### config.mk
export PLATFORM = sky130hd
export DESIGN_NAME = fifo_page_replacement
export DESIGN_NICKNAME = d
export VERILOG_FILES = /design/src/fpr_pkg.sv /design/src/fpr_ctrl.sv /design/src/fpr_datapath.sv /design/src/fifo_page_replacement.sv
export SDC_FILE = /design/constraint.sdc
export NUM_CORES = 1
export LEC_CHECK = 0
export BUFFER_PORTS_ARGS = -buffer_cell sky130_fd_sc_hd__buf_2
export CAP_MARGIN = 15
export CELL_PAD_IN_SITES_DETAIL_PLACEMENT = 1
export CELL_PAD_IN_SITES_GLOBAL_PLACEMENT = 1
export CORE_MARGIN = 4
export CORE_UTILIZATION = 40
export DETAILED_ROUTE_END_ITERATION = 8
export PLACE_DENSITY = 0.62
export SETUP_SLACK_MARGIN = 0.1
export SYNTH_ARGS = -nofsm -noshare
export SYNTH_HDL_FRONTEND = slang
export SYNTH_HIERARCHICAL = 1
export SYNTH_SLANG_ARGS = --single-unit
export TNS_END_PERCENT = 50
### constraint.sdc
create_clock -name clk_i -period 9.55 [get_ports clk_i]
set_clock_uncertainty 0.2 [all_clocks]
set_input_delay 2.865 -clock clk_i [delete_from_list [all_inputs] [get_ports clk_i]]
set_output_delay 2.865 -clock clk_i [all_outputs]
set_load 0.02 [all_outputs]
### src/fpr_pkg.sv
// ----------------------------------------------------------------------------
// fpr_pkg
// Shared types and constants for the FIFO page replacement block.
// ----------------------------------------------------------------------------
package fpr_pkg;

  localparam int MAX_FRAMES_DEF = 8;
  localparam int PAGE_BITS_DEF  = 16;

  localparam int PAGE_NUM_W = 16;
  localparam int FIU_W      = 4;
  localparam int SLOT_W     = 3;
  localparam int COUNT_W    = 16;

  localparam logic [FIU_W-1:0]   FIU_RESET = 4'd8;
  localparam logic [COUNT_W-1:0] COUNT_MAX = 16'hFFFF;

  typedef enum logic [1:0] {
    ST_IDLE,
    ST_MATCH,
    ST_COMMIT
  } ctrl_state_e;

  // controller to datapath
  typedef struct packed {
    logic load_page;
    logic capture_match;
    logic commit;
  } dp_cmd_t;

  // datapath to controller
  typedef struct packed {
    logic out_busy;
  } dp_status_t;

endpackage

### src/fpr_ctrl.sv
// ----------------------------------------------------------------------------
// fpr_ctrl
// Sequencer for one page request: latch, compare, commit.
// ----------------------------------------------------------------------------
module fpr_ctrl (
  input  logic               clk_i,
  input  logic               rst_ni,
  input  logic               in_valid_i,
  output logic               in_stall_o,
  input  fpr_pkg::dp_status_t status_i,
  output fpr_pkg::dp_cmd_t    cmd_o
);
  import fpr_pkg::*;

  ctrl_state_e state_q, state_d;

  always_ff @(posedge clk_i or negedge rst_ni) begin
    if (!rst_ni) begin
      state_q <= ST_IDLE;
    end else begin
      state_q <= state_d;
    end
  end

  always_comb begin
    state_d = state_q;
    unique case (state_q)
      ST_IDLE: begin
        if (in_valid_i) state_d = ST_MATCH;
      end
      ST_MATCH: begin
        state_d = ST_COMMIT;
      end
      ST_COMMIT: begin
        // hold until the output register can take the result
        if (!status_i.out_busy) state_d = ST_IDLE;
      end
      default: begin
        state_d = ST_IDLE;
      end
    endcase
  end

  always_comb begin
    in_stall_o          = 1'b1;
    cmd_o.load_page     = 1'b0;
    cmd_o.capture_match = 1'b0;
    cmd_o.commit        = 1'b0;
    unique case (state_q)
      ST_IDLE: begin
        in_stall_o      = 1'b0;
        cmd_o.load_page = in_valid_i;
      end
      ST_MATCH: begin
        cmd_o.capture_match = 1'b1;
      end
      ST_COMMIT: begin
        cmd_o.commit = !status_i.out_busy;
      end
      default: begin
        in_stall_o = 1'b1;
      end
    endcase
  end

`ifndef SYNTH
  a_accept_to_match: assert property (@(posedge clk_i) disable iff (!rst_ni)
    (in_valid_i && !in_stall_o) |=> (state_q == ST_MATCH))
    else $error("accepted request did not move to compare");
`endif

endmodule

### src/fpr_datapath.sv
// ----------------------------------------------------------------------------
// fpr_datapath
// Frame store, parallel compare, FIFO pointer, counters and result register.
// ----------------------------------------------------------------------------
module fpr_datapath #(
  parameter int MAX_FRAMES = fpr_pkg::MAX_FRAMES_DEF,
  parameter int PAGE_BITS  = fpr_pkg::PAGE_BITS_DEF
) (
  input  logic                            clk_i,
  input  logic                            rst_ni,
  input  fpr_pkg::dp_cmd_t                cmd_i,
  output fpr_pkg::dp_status_t             status_o,
  input  logic                            cfg_we_i,
  input  logic [fpr_pkg::FIU_W-1:0]       cfg_data_i,
  input  logic [fpr_pkg::PAGE_NUM_W-1:0]  page_number_i,
  output logic                            out_valid_o,
  input  logic                            out_stall_i,
  output logic                            hit_o,
  output logic [fpr_pkg::SLOT_W-1:0]      frame_slot_o,
  output logic [fpr_pkg::COUNT_W-1:0]     hit_total_o,
  output logic [fpr_pkg::COUNT_W-1:0]     fault_total_o
);
  import fpr_pkg::*;

  localparam int PTR_W = (MAX_FRAMES > 1) ? $clog2(MAX_FRAMES) : 1;
  localparam int CNT_W = $clog2(MAX_FRAMES + 1);

  logic [FIU_W-1:0]      fiu_q;
  logic [PAGE_BITS-1:0]  page_q;
  logic [PAGE_BITS-1:0]  frame_page_q [MAX_FRAMES];
  logic [MAX_FRAMES-1:0] frame_valid_q;
  logic [MAX_FRAMES-1:0] match_q;
  logic [PTR_W-1:0]      ptr_q, ptr_d;
  logic [COUNT_W-1:0]    hit_cnt_q, hit_cnt_d;
  logic [COUNT_W-1:0]    fault_cnt_q, fault_cnt_d;
  logic                  out_valid_q;
  logic                  hit_q;
  logic [SLOT_W-1:0]     slot_q;

  logic [PAGE_BITS+PAGE_NUM_W-1:0] page_wide;
  logic [CNT_W-1:0]      act_n;
  logic [PTR_W-1:0]      ptr_eff;
  logic [CNT_W-1:0]      ptr_inc;
  logic [PTR_W-1:0]      hit_idx;
  logic                  found;
  logic [PTR_W-1:0]      slot_sel;
  logic [PTR_W+SLOT_W-1:0] slot_wide;

  // low PAGE_BITS of the request, zero-extended where PAGE_BITS is wider
  assign page_wide = {{PAGE_BITS{1'b0}}, page_number_i};

  // clamp the frame count to 1..MAX_FRAMES
  always_comb begin
    priority if (fiu_q == '0) begin
      act_n = CNT_W'(1);
    end else if (int'(fiu_q) > MAX_FRAMES) begin
      act_n = CNT_W'(MAX_FRAMES);
    end else begin
      act_n = CNT_W'(fiu_q);
    end
  end

  // lowest matching frame
  always_comb begin
    hit_idx = '0;
    for (int k = MAX_FRAMES - 1; k >= 0; k--) begin
      if (match_q[k]) hit_idx = PTR_W'(k);
    end
  end

  assign found = |match_q;

  // wrap the pointer first if the frame count shrank under it
  assign ptr_eff = (CNT_W'(ptr_q) >= act_n) ? '0 : ptr_q;
  assign ptr_inc = CNT_W'(ptr_eff) + CNT_W'(1);
  assign ptr_d   = (ptr_inc == act_n) ? '0 : PTR_W'(ptr_inc);

  assign slot_sel  = found ? hit_idx : ptr_eff;
  assign slot_wide = {{SLOT_W{1'b0}}, slot_sel};

  assign hit_cnt_d   = (found && hit_cnt_q != COUNT_MAX) ? hit_cnt_q + 1'b1 : hit_cnt_q;
  assign fault_cnt_d = (!found && fault_cnt_q != COUNT_MAX) ? fault_cnt_q + 1'b1
                                                            : fault_cnt_q;

  always_ff @(posedge clk_i or negedge rst_ni) begin
    if (!rst_ni) begin
      fiu_q         <= FIU_RESET;
      frame_valid_q <= '0;
      match_q       <= '0;
      ptr_q         <= '0;
      hit_cnt_q     <= '0;
      fault_cnt_q   <= '0;
      out_valid_q   <= 1'b0;
    end else begin
      if (cfg_we_i) fiu_q <= cfg_data_i;
      if (cmd_i.capture_match) begin
        for (int k = 0; k < MAX_FRAMES; k++) begin
          match_q[k] <= frame_valid_q[k] && (frame_page_q[k] == page_q) &&
                        (k < int'(act_n));
        end
      end
      if (cmd_i.commit) begin
        hit_cnt_q   <= hit_cnt_d;
        fault_cnt_q <= fault_cnt_d;
        if (!found) begin
          frame_valid_q[ptr_eff] <= 1'b1;
          ptr_q                  <= ptr_d;
        end
      end
      // drop the result once taken, raise on a fresh commit
      if (cmd_i.commit) begin
        out_valid_q <= 1'b1;
      end else if (!out_stall_i) begin
        out_valid_q <= 1'b0;
      end
    end
  end

  always_ff @(posedge clk_i) begin
    if (cmd_i.load_page) page_q <= page_wide[PAGE_BITS-1:0];
    if (cmd_i.commit) begin
      hit_q  <= found;
      slot_q <= slot_wide[SLOT_W-1:0];
      if (!found) frame_page_q[ptr_eff] <= page_q;
    end
  end

  assign status_o.out_busy = out_valid_q && out_stall_i;

  assign out_valid_o   = out_valid_q;
  assign hit_o         = hit_q;
  assign frame_slot_o  = slot_q;
  assign hit_total_o   = hit_cnt_q;
  assign fault_total_o = fault_cnt_q;

`ifndef SYNTH
  a_no_overwrite: assert property (@(posedge clk_i) disable iff (!rst_ni)
    cmd_i.commit |-> !(out_valid_q && out_stall_i))
    else $error("result committed over a stalled result");

  a_ptr_range: assert property (@(posedge clk_i) disable iff (!rst_ni)
    int'(ptr_q) < MAX_FRAMES)
    else $error("FIFO pointer outside the frame store");

  a_fault_fills: assert property (@(posedge clk_i) disable iff (!rst_ni)
    (cmd_i.commit && !found) |=> frame_valid_q[$past(ptr_eff)])
    else $error("faulted frame not marked valid");
`endif

endmodule

### src/fifo_page_replacement.sv
// ----------------------------------------------------------------------------
// fifo_page_replacement
// FIFO page replacement over up to MAX_FRAMES frames. Each page request is
// compared against every valid frame below the programmed frame count
// (0 acts as 1, values above MAX_FRAMES act as MAX_FRAMES); a match returns
// a hit with the lowest matching frame, otherwise the page is written into
// the frame under the FIFO pointer and a fault is returned. Hit and fault
// totals saturate at 65535. A request is latched at acceptance and its result
// is written to the output register at commit, after a registered parallel
// compare; pointer, frame and counters commit in the controller's sequence.
// The input is stalled through compare and commit, so no new request is taken
// before the last has committed; the commit waits while the previous result is
// still stalled, and the next request may be accepted as soon as the commit
// is done. Write frames_in_use only while no request is in flight.
// ----------------------------------------------------------------------------
module fifo_page_replacement #(
  parameter int MAX_FRAMES = fpr_pkg::MAX_FRAMES_DEF,
  parameter int PAGE_BITS  = fpr_pkg::PAGE_BITS_DEF
) (
  input  logic                            clk_i,
  input  logic                            rst_ni,
  input  logic                            cfg_valid_i,
  output logic                            cfg_ready_o,
  input  logic [fpr_pkg::FIU_W-1:0]       cfg_data_i,
  input  logic                            in_valid_i,
  output logic                            in_stall_o,
  input  logic [fpr_pkg::PAGE_NUM_W-1:0]  page_number_i,
  output logic                            out_valid_o,
  input  logic                            out_stall_i,
  output logic                            hit_o,
  output logic [fpr_pkg::SLOT_W-1:0]      frame_slot_o,
  output logic [fpr_pkg::COUNT_W-1:0]     hit_total_o,
  output logic [fpr_pkg::COUNT_W-1:0]     fault_total_o
);
  import fpr_pkg::*;

  dp_cmd_t    cmd;
  dp_status_t status;
  logic       cfg_we;

  assign cfg_ready_o = 1'b1;
  assign cfg_we      = cfg_valid_i && cfg_ready_o;

  fpr_ctrl u_ctrl (
    .clk_i      (clk_i),
    .rst_ni     (rst_ni),
    .in_valid_i (in_valid_i),
    .in_stall_o (in_stall_o),
    .status_i   (status),
    .cmd_o      (cmd)
  );

  fpr_datapath #(
    .MAX_FRAMES (MAX_FRAMES),
    .PAGE_BITS  (PAGE_BITS)
  ) u_datapath (
    .clk_i         (clk_i),
    .rst_ni        (rst_ni),
    .cmd_i         (cmd),
    .status_o      (status),
    .cfg_we_i      (cfg_we),
    .cfg_data_i    (cfg_data_i),
    .page_number_i (page_number_i),
    .out_valid_o   (out_valid_o),
    .out_stall_i   (out_stall_i),
    .hit_o         (hit_o),
    .frame_slot_o  (frame_slot_o),
    .hit_total_o   (hit_total_o),
    .fault_total_o (fault_total_o)
  );

endmodule

==> results of run 1 <==
## layer usage
layer	global-route usage [%]	part of all wire [%]	vias up
met5	0	0	-
met4	3.851	2.0	0
met3	2.433	3.6	31
met2	28.64	49	93
met1	22.40	45	2758
li1	-	-	2433
## area by class of cell
type	instances	area (um^2)	share of cell area [%]
clock inverters	7	61.31	0.5946
inverters	22	82.58	0.8009
multi-input cells	383	2864	27.78
well taps	280	350.3	3.398
clock buffers	34	636.9	6.176
flip-flops and latches	206	5897	57.19
repair buffers	75	419.2	4.065
## metrics by stage
step,worst slack (ns),area (um^2),utilization (%),cells,power [W]
6_report,4.498,10310,47.10,1007,0.002348
5_1_grt,4.273,10310,47.10,1007,0.002474
4_1_cts,4.257,10280,46.95,1004,0.002387
3_5_place_dp,3.729,9579,43.76,963,0.001550
3_3_place_gp,3.912,9579,43.76,963,0.001526
2_1_floorplan,3.309,8949,-,640,0.001404
## cell families (layout without fill, tap and decap cells)
kind of cell,after synthesis,after routing,share of synthesized area [%]
xor+xnor,159,159,15.65
flops,206,206,65.90
fa+ha+maj,6,6,0.8389
simple gates,169,169,11.34
compound gates,40,40,2.853
buf+inv,51,138,2.391
mux,8,8,0.9928
other cells,1,1,0.04191
## worst min path at each step
stage                                                          to                                     from  slack (ns)
after global placement    u_datapath/frame_valid_q[4]$_DFFE_PN0P_  u_datapath/frame_valid_q[4]$_DFFE_PN0P_        0.25
final                     u_datapath/frame_valid_q[2]$_DFFE_PN0P_  u_datapath/frame_valid_q[2]$_DFFE_PN0P_        0.27
after global routing      u_datapath/frame_valid_q[0]$_DFFE_PN0P_  u_datapath/frame_valid_q[0]$_DFFE_PN0P_        0.29
after detailed placement  u_datapath/frame_valid_q[7]$_DFFE_PN0P_  u_datapath/frame_valid_q[7]$_DFFE_PN0P_        0.26
after CTS                 u_datapath/frame_valid_q[7]$_DFFE_PN0P_  u_datapath/frame_valid_q[7]$_DFFE_PN0P_        0.27
after floorplan           u_datapath/frame_valid_q[4]$_DFFE_PN0P_  u_datapath/frame_valid_q[4]$_DFFE_PN0P_        0.23
## state kept, by name, summed over array words and instances, names as in the netlist
name,flops
u_datapath/hit_total_o,16
u_datapath/frame_valid_q,8
u_datapath/hit_o,1
u_datapath/match_q,8
u_datapath/out_valid_o,1
u_datapath/page_q,16
u_datapath/frame_slot_o,3
u_datapath/fault_total_o,16
u_datapath/ptr_q,3
u_datapath/fiu_q,4
u_ctrl/state_q,2
u_datapath/frame_page_q,128
## cell usage in the layout (no fill, tap or decap), types with 20 or more instances in the layout
cell type,n
inv_1,22
xor2_1,113
xnor2_1,45
nand3_1,20
edfxtp_1,148
nand2_1,23
buf_2,62
clkbuf_16,23
dfrtp_1,57
nor4_1,31
nand4_1,20
## power by group
part	leakage [nW]	internal [W]	switching, W
Clock	0.342	0.000487	0.000337
Sequential	2.08	0.00106	0.000122
Combinational	1.50	0.000141	0.000199
## critical path: stages
cell     delay (ns)
buf_2          0.09
and2_1         0.17
nor3b_1        0.19
buf_4          0.22
and3_2         0.29
nand2_1        0.17
nor4b_4        0.97
==> results_dict.tcl, run 1 <==
set metrics [dict create \
    rsz0062_at_grt "false" \
    ys_types 55 \
    endpoint "u_datapath/frame_page_q[2][5]$_DFFE_PP_" \
    reg2reg_from "u_datapath/fiu_q[3]$_DFFE_PN1P_" \
    cts_resized 0 \
    fin_hold_ws_ns 0.2709 \
    dieWidth_um 157.6 \
    die_h_um 157.6 \
    fin_crit_sh_pct 52.90 \
    netlist_area_um2 8949 \
    async_flop_share_pct 28.16 \
    initial_core_util_pct 40.88 \
    avgSynthCellArea_um2 13.98 \
    final-hold-violation-count 0 \
    worst_pin_slew_ns 1.084 \
    clock_tree.root_cell "clkbuf_16" \
    ys_warn_count 6 \
    reg2reg_to "u_datapath/frame_page_q[2][5]$_DFFE_PP_" \
    grt_usage_pct 16.61 \
    synth_top_flop_cell "edfxtp_1" \
    coreArea_um2 21890 \
    startpoint "out_stall_i" \
    drv_cap 0 \
    synth_edf_count 148 \
    htree_levels 1 \
    path_class "input port to flop" \
    antenna_found_initial 0 \
    wire_per_inst_um 20.01 \
    syn_inst 640 \
    min_path_type "flop to flop" \
    areaGrowthSynthToFinish_pct 15.23 \
    maxSlewViolCount 0 \
    die_area_um2 24830 \
    globalRouteOverflowTotal 0 \
    totalNegativeSetupSlack_ns 0 \
    gp_congestion 0.7349 \
    critical_path_required_ns 9.47 \
    clock_latency_ns 0.51 \
    vdd_drop_max_mv 0.1480 \
    clk_pin_slew_ns 0.06 \
    grt_pass1_wl_um 32330 \
    r2r_cells 8 \
    synthTopCellsByCount "edfxtp_1 (148), xor2_1 (113), dfrtp_1 (57)" \
    finalSetupViolCount 0 \
    ff2ff_setup_slack_ns 5.00 \
    max_freq_mhz 197.9 \
    row_count 54 \
    end_kind "flop" \
    cts_sinks 206 \
    worstPathArrival_ns 4.98 \
    fillers 2239 \
    synth_area_leaders "edfxtp_1 (50%), dfrtp_1 (16%), xor2_1 (11%), xnor2_1 (4.4%), nor4_1 (2.2%)" \
    cts_buffer_depth 3 \
    ios 64 \
    drive_gt1_share_pct 19.12 \
    io_buffers 62 \
    cts_tree "yes" \
    outcome "finished clean" \
    grt_max_degree 59 \
    drc 0 \
    num_vias 5315 \
    viasPerCell 5.278 \
    crit_path_start_kind "input port" \
    final.min_clock_period_ns 5.052 \
    mappedNetlistNets 671 \
    power_leakage_nw 3.914 \
    hold_buffers 0 \
    synth_largest_area_cell "edfxtp_1" \
    drt_wl_total_um 20150 \
    hpwl_um 13120 \
    n_antenna_cell 0 \
    ys_seq_elements 206 \
    crit_fanout 17 \
    relSlewSlack_pct 27.71 \
    first_pass_iters 4 \
    yosysSeqAreaShare_pct 65.90 \
    synth.most_common_cell "edfxtp_1" \
    power_density_nw_per_um2 227.7 \
    grt_pass1_vias 5774 \
    synth_top_area_share_pct 49.66 \
    ant_nets 0 \
    numCtsBuffers 23 \
    postCtsSetupBuffers 0 \
    min_path_cells 1 \
    final_nets 742 \
    drt_iter0_markers 212 \
]
Power figures use the tool's default switching activity.
==> run 2: changes to the inputs <==
Settings changed: ABC_AREA set to 1, PLACE_DENSITY 0.62 to 0.64.
Clock period 9.55 ns to 5.3 ns, I/O delays scaled along.
==> results_dict.tcl, run 2 <==
set metrics [dict create \
    fin_ws_ns 2.011 \
    worst_path_max_delay_cell "dfstp_2" \
    mostFrequentLayoutCells "nand2_1 (172), edfxtp_1 (148), inv_1 (79), nor2_1 (66), buf_2 (62)" \
    pwr-share-seq_pct 46.8 \
    wl_met1_um 10460 \
    startpoint "u_datapath/fiu_q[3]$_DFFE_PN1P_" \
    die_h_um 160.0 \
    rsz0062_at_grt "false" \
    postCtsSetupBuffers 0 \
    fin_hold_ws_ns 0.2672 \
    power.share.clock_pct 37.7 \
    wl_met3_um 1033 \
    relSlewSlack_pct 31.59 \
    path_common_cell "nand2_1" \
    power.internal_w 0.003073 \
    ys_seq_elements 206 \
    globalRouteOverflowTotal 0 \
    antenna_found_initial 0 \
    viasPerCell 5.035 \
    drive_gt1_share_pct 15.26 \
    path_class "flop to flop" \
    r2r_cells 11 \
    ys_warn_count 6 \
    highest_layer "met4" \
    synth_adder_area_share_pct 0.8120 \
    fin_crit_sh_pct 62.06 \
    total_power_w 0.004249 \
    mappedNetlistNets 865 \
    wire_per_inst_um 18.97 \
    synthSimpleGateAreaFrac_pct 16.55 \
    synth_edf_count 148 \
    comb_power_share_pct 15.5 \
    min_to "u_datapath/frame_valid_q[0]$_DFFE_PN0P_" \
    totalNegativeSetupSlack_ns 0 \
    clock_latency_ns 0.53 \
    pre_cts_ws_ns 1.571 \
    grt_usage_pct 18.38 \
    min_path_cells 1 \
    cts_buffer_depth 3 \
    final_nets 951 \
    synth_top_area_share_pct 48.07 \
    p_switching_w 0.001176 \
    cpPeakStageDelay_ns 0.42 \
    fillers 2482 \
    hpwl_um 16010 \
    grt_pass1_wl_um 36930 \
    wl_met2_um 11070 \
    coreArea_um2 22710 \
    final-hold-violation-count 0 \
    outcome "finished clean" \
    synth.most_common_cell "nand2_1" \
    power_leakage_nw 4.403 \
    grt_max_degree 33 \
    grt_pass1_vias 6420 \
    ys_types 40 \
    cts_sinks 206 \
    avgSynthCellArea_um2 11.09 \
    cts_tree "yes" \
    initial_core_util_pct 40.71 \
    num_vias 6153 \
    ant_nets 0 \
    drt_wl_total_um 23180 \
    die_area_um2 25610 \
    drc 0 \
    synth_largest_area_cell "edfxtp_1" \
    io_buffers 62 \
    synthTopCellsByCount "nand2_1 (172), edfxtp_1 (148), inv_1 (79)" \
    htree_levels 1 \
    numCtsBuffers 24 \
    power_density_nw_per_um2 396.1 \
    async_flop_share_pct 28.16 \
    first_pass_iters 4 \
    place_area_um2 9960 \
    cts_resized 0 \
    synth-compound-area-share_pct 4.425 \
    register_area_um2 5897 \
    drt_iter0_markers 279 \
    clock_tree.root_cell "clkbuf_16" \
    switching_share_pct 27.67 \
    synth-xor-area-share_pct 9.731 \
    gp_congestion 0.8214 \
    n_antenna_cell 0 \
    vdd_drop_max_mv 0.2418 \
    hold_buffers 0 \
    maxSlewViolCount 0 \
    final_cell_area_um2 10730 \
    ff2ff_setup_slack_ns 2.01 \
    synth_area_leaders "edfxtp_1 (48%), dfrtp_1 (15%), nand2_1 (7.0%), xor2_1 (5.8%), xnor2_1 (3.7%)" \
    worstPathArrival_ns 3.30 \
    finalSetupViolCount 0 \
    yosysSeqAreaShare_pct 63.78 \
    path_cells "nor2_1 > nand2_1 > o21ai_0 > ha_1 > nand2_1 > inv_1 > nand2_1 > nand4_1 > or2_2 > nor2_1 > buf_4" \
    largest_register_ffs 128 \
    dieWidth_um 160.0 \
    multi_input_area_um2 2920 \
    critical_path_required_ns 5.31 \
    areaGrowthSynthToFinish_pct 16.04 \
    crit_fanout 17 \
    final.min_clock_period_ns 3.289 \
    row_count 55 \
    syn_inst 834 \
    reg2reg_to "u_datapath/frame_page_q[4][2]$_DFFE_PP_" \
    reg2reg_from "u_datapath/fiu_q[3]$_DFFE_PN1P_" \
    regMostFlops "u_datapath/frame_page_q" \
    min_path_type "flop to flop" \
    clk_pin_slew_ns 0.05 \
    worst_pin_slew_ns 1.025 \
    end_kind "flop" \
    hp-start "u_datapath/frame_valid_q[0]$_DFFE_PN0P_" \
    drv_cap 0 \
    netlist_area_um2 9245 \
    synthMuxAreaShare_pct 0 \
    final_common_cell "nand2_1" \
    synth_top_flop_cell "edfxtp_1" \
    max_freq_mhz 304.0 \
    synth_top_family_by_area "simple AND/OR/NAND/NOR gates" \
    ios 64 \
    crit_path_start_kind "flop" \
]
==> run 2: cell count changes after synthesis, sizes merged, moves of 5 or more <==
cell    before  now
clkbuf      22   17
xor2       113   61
nand2       23  176
nor2        15   67
mux2         7    0
nor3        19   24
nor4        36   11
inv         22   84
xnor2       46   39
o21ai        9   38
a21oi       10    5
==> run 2: kinds of logic (layout without fill, tap and decap cells) <==
group,Yosys count,in the layout
fa+ha+maj,6,6
buf+inv,107,210
simple gates,344,344
xor+xnor,101,101
compound gates,69,69
flops,206,206
other cells,1,1
==> run 2: stage by stage <==
step	utilization [%]	cells
final	47.24	1222
after detailed placement	43.86	1179
after global placement	43.86	1179
after global routing	47.24	1222
after floorplan	-	834
after CTS	47.24	1222
==> run 2: how the worst max path moves through the flow <==
stage / to / slack [ns]
floorplan: u_datapath/frame_page_q[4][0]$_DFFE_PP_ / 1.14
global placement: u_datapath/frame_page_q[4][10]$_DFFE_PP_ / 1.63
detailed placement: u_datapath/frame_page_q[4][4]$_DFFE_PP_ / 1.57
CTS: u_datapath/frame_page_q[4][4]$_DFFE_PP_ / 1.96
global route: u_datapath/ptr_q[2]$_DFFE_PN0P_ / 1.69
finish: u_datapath/frame_page_q[4][2]$_DFFE_PP_ / 2.01
==> run 2: cell type report <==
type                       count  area share (%)
inverter                      84           2.962
clock buffer                  36           6.298
timing repair buffer          83           4.362
clock inverter                 7          0.8631
multi-input combinational    521           27.22
tap                          285           3.324
sequential                   206           54.97
==> run 2: layer usage <==
layer	track usage (%)	up-vias
met3	2.890	37
met2	30.67	127
met1	25.17	3008
met5	0	-
met4	5.045	0
li1	-	2981
==> run 2: worst max-delay path, delay by kind of cell, from the launching register on <==
family | cells | cell delay, ns
AOI/OAI and AO/OA | 1 | 0.20
adders and majority gates | 1 | 0.30
buffers and inverters | 2 | 0.31
DFF | 1 | 0.42
and+or+nand+nor | 7 | 1.56
==> run 2: power groups by stage <==
stage / clock network, W / registers [W] / logic [W]
global route: 0.00174 / 0.00201 / 0.000736
finish: 0.00160 / 0.00199 / 0.000657
floorplan: 0 / 0.00202 / 0.000417
detailed placement: 0 / 0.00202 / 0.000668
global placement: 0 / 0.00202 / 0.000650
CTS: 0.00166 / 0.00199 / 0.000672
==> run 3: changes to the inputs <==
Settings changed: ABC_AREA 1 to 0.
Clock period 5.3 ns to 2.8 ns, I/O delays scaled along.
==> results_dict.tcl, run 3 (synthesis results as in run 1) <==
set metrics [dict create \
    outcome "finished, violations left" \
    violations "setup timing" \
    viasPerCell 5.179 \
    grt_pass1_wl_um 33600 \
    first_pass_iters 4 \
    grt_usage_pct 17.26 \
    fillers 2199 \
    initial_core_util_pct 40.88 \
    power_density_nw_per_um2 770.8 \
    clk_pin_slew_ns 0.06 \
    reg2reg_from "u_datapath/fiu_q[3]$_DFFE_PN1P_" \
    cts_tree "yes" \
    pre_cts_ws_ns -0.5120 \
    coreArea_um2 21890 \
    wire_per_inst_um 19.98 \
    clock_latency_ns 0.52 \
    ff2ff_setup_slack_ns -0.28 \
    grt_pass1_vias 5997 \
    finalSetupViolCount 119 \
    drt_iter0_markers 258 \
    hpwl_um 14730 \
    ios 64 \
    final_nets 791 \
    drive_gt1_share_pct 27.00 \
    final_common_cell "edfxtp_1" \
    worst_pin_slew_ns 0.6888 \
    die_h_um 157.6 \
    path_class "flop to flop" \
    maxSlewViolCount 0 \
    clock_tree.root_cell "clkbuf_16" \
    globalRouteOverflowTotal 0 \
    path_cells "inv_4 > o21ai_4 > inv_2 > ha_4 > or3b_4 > a32oi_4 > and2_4 > ha_4 > xor2_4 > nor3b_4 > nor2_1 > a31oi_1 > o311ai_1" \
    n_antenna_cell 0 \
    crit_path_start_kind "flop" \
    max_freq_mhz 324.5 \
    min_path_type "input port to asynchronous set/reset pin" \
    cpPeakStageDelay_ns 0.55 \
    power_leakage_nw 4.219 \
    fin_crit_sh_pct 110.0 \
    finalCoreUtilization_pct 50.11 \
    final-hold-violation-count 0 \
    drc 0 \
    total_power_w 0.008455 \
    fin_ws_ns -0.2812 \
    row_count 54 \
    ant_nets 0 \
    gp_congestion 0.7819 \
    grt_max_degree 59 \
    critical_path_required_ns 2.98 \
    drt_wl_total_um 21060 \
    crit_fanout 4 \
    rsz0062_at_grt "true" \
    cts_buffer_depth 3 \
    worst_path_max_delay_cell "dfstp_2" \
    areaGrowthSynthToFinish_pct 22.58 \
    hold_buffers 0 \
    vdd_drop_max_mv 0.5222 \
    mostFrequentLayoutCells "edfxtp_1 (148), xor2_1 (112), buf_2 (62), dfrtp_1 (57), buf_4 (51)" \
    path_common_cell "ha_4" \
    die_area_um2 24830 \
    io_buffers 62 \
    r2r_cells 13 \
    final.min_clock_period_ns 3.081 \
    htree_levels 1 \
    num_vias 5459 \
    relSlewSlack_pct 53.60 \
    antenna_found_initial 0 \
    numCtsBuffers 24 \
    cts_sinks 206 \
    drv_cap 0 \
    regMostFlops "u_datapath/frame_page_q" \
    worstPathArrival_ns 3.26 \
    largest_register_ffs 128 \
    end_kind "flop" \
    reg2reg_to "u_datapath/ptr_q[0]$_DFFE_PN0P_" \
    dieWidth_um 157.6 \
]
[run 3: power by group]
part | leakage [nW] | internal, W | switching (W) | total (W)
combinational | 1.80 | 0.000741 | 0.00100 | 0.00174
clock | 0.345 | 0.00166 | 0.00119 | 0.00285
sequential | 2.08 | 0.00362 | 0.000244 | 0.00387
[run 3: worst max-delay path: cells and delay by family (launching register included)]
family | cells | cell delay [ns]
adders and majority gates | 2 | 0.42
buffers and inverters | 2 | 0.10
xor gates and xnor gates | 1 | 0.16
AOI/OAI and AO/OA | 4 | 0.61
DFF | 1 | 0.55
and+or+nand+nor | 4 | 0.88
[run 3: routing by layer]
metal | share of wire (%) | GRT usage (%) | vias up
li1 | - | - | 2540
met1 | 44 | 23.14 | 2783
met2 | 50 | 29.98 | 103
met3 | 4.3 | 2.542 | 33
met4 | 2.1 | 3.810 | 0
met5 | 0 | 0 | -
[run 3: how the worst max path moves through the flow]
stage	slack [ns]	cells after the start	to	startpoint
4_1_cts	-0.32	13	u_datapath/ptr_q[0]$_DFFE_PN0P_	u_datapath/fiu_q[3]$_DFFE_PN1P_
3_3_place_gp	-0.36	14	u_datapath/ptr_q[0]$_DFFE_PN0P_	u_datapath/fiu_q[3]$_DFFE_PN1P_
2_1_floorplan	-0.44	10	u_datapath/frame_page_q[2][0]$_DFFE_PP_	u_datapath/fiu_q[3]$_DFFE_PN1P_
3_5_place_dp	-0.51	14	u_datapath/ptr_q[0]$_DFFE_PN0P_	u_datapath/fiu_q[3]$_DFFE_PN1P_
5_1_grt	-0.42	13	u_datapath/ptr_q[0]$_DFFE_PN0P_	u_datapath/fiu_q[3]$_DFFE_PN1P_
6_report	-0.28	13	u_datapath/ptr_q[0]$_DFFE_PN0P_	u_datapath/fiu_q[3]$_DFFE_PN1P_
[run 3: timing repair]
action,CTS,global route
pin swaps,9,9
endpoints found under the setup margin,141,141
resized for setup,12,10
setup buffers,2,1
[run 3: layout make-up]
type / instances / area (um^2) / area share (%)
Inverter: 22 / 85.08 / 0.7756
Sequential cell: 206 / 5897 / 53.76
Clock buffer: 29 / 619.3 / 5.646
Multi-Input combinational cell: 383 / 3040 / 27.72
Tap cell: 280 / 350.3 / 3.194
Timing Repair Buffer: 123 / 884.6 / 8.064
Clock inverter: 11 / 92.59 / 0.8441
[run 3: through the flow]
stage	area (um^2)	cells	TNS, ns	hold slack [ns]
after floorplan	9056	640	-33.72	0.2331
after global placement	10120	1011	-22.48	0.2515
after detailed placement	10120	1011	-35.28	0.2603
after CTS	10900	1053	-24.96	0.1324
after global routing	10970	1054	-28.72	0.1377
final	10970	1054	-16.97	0.1153
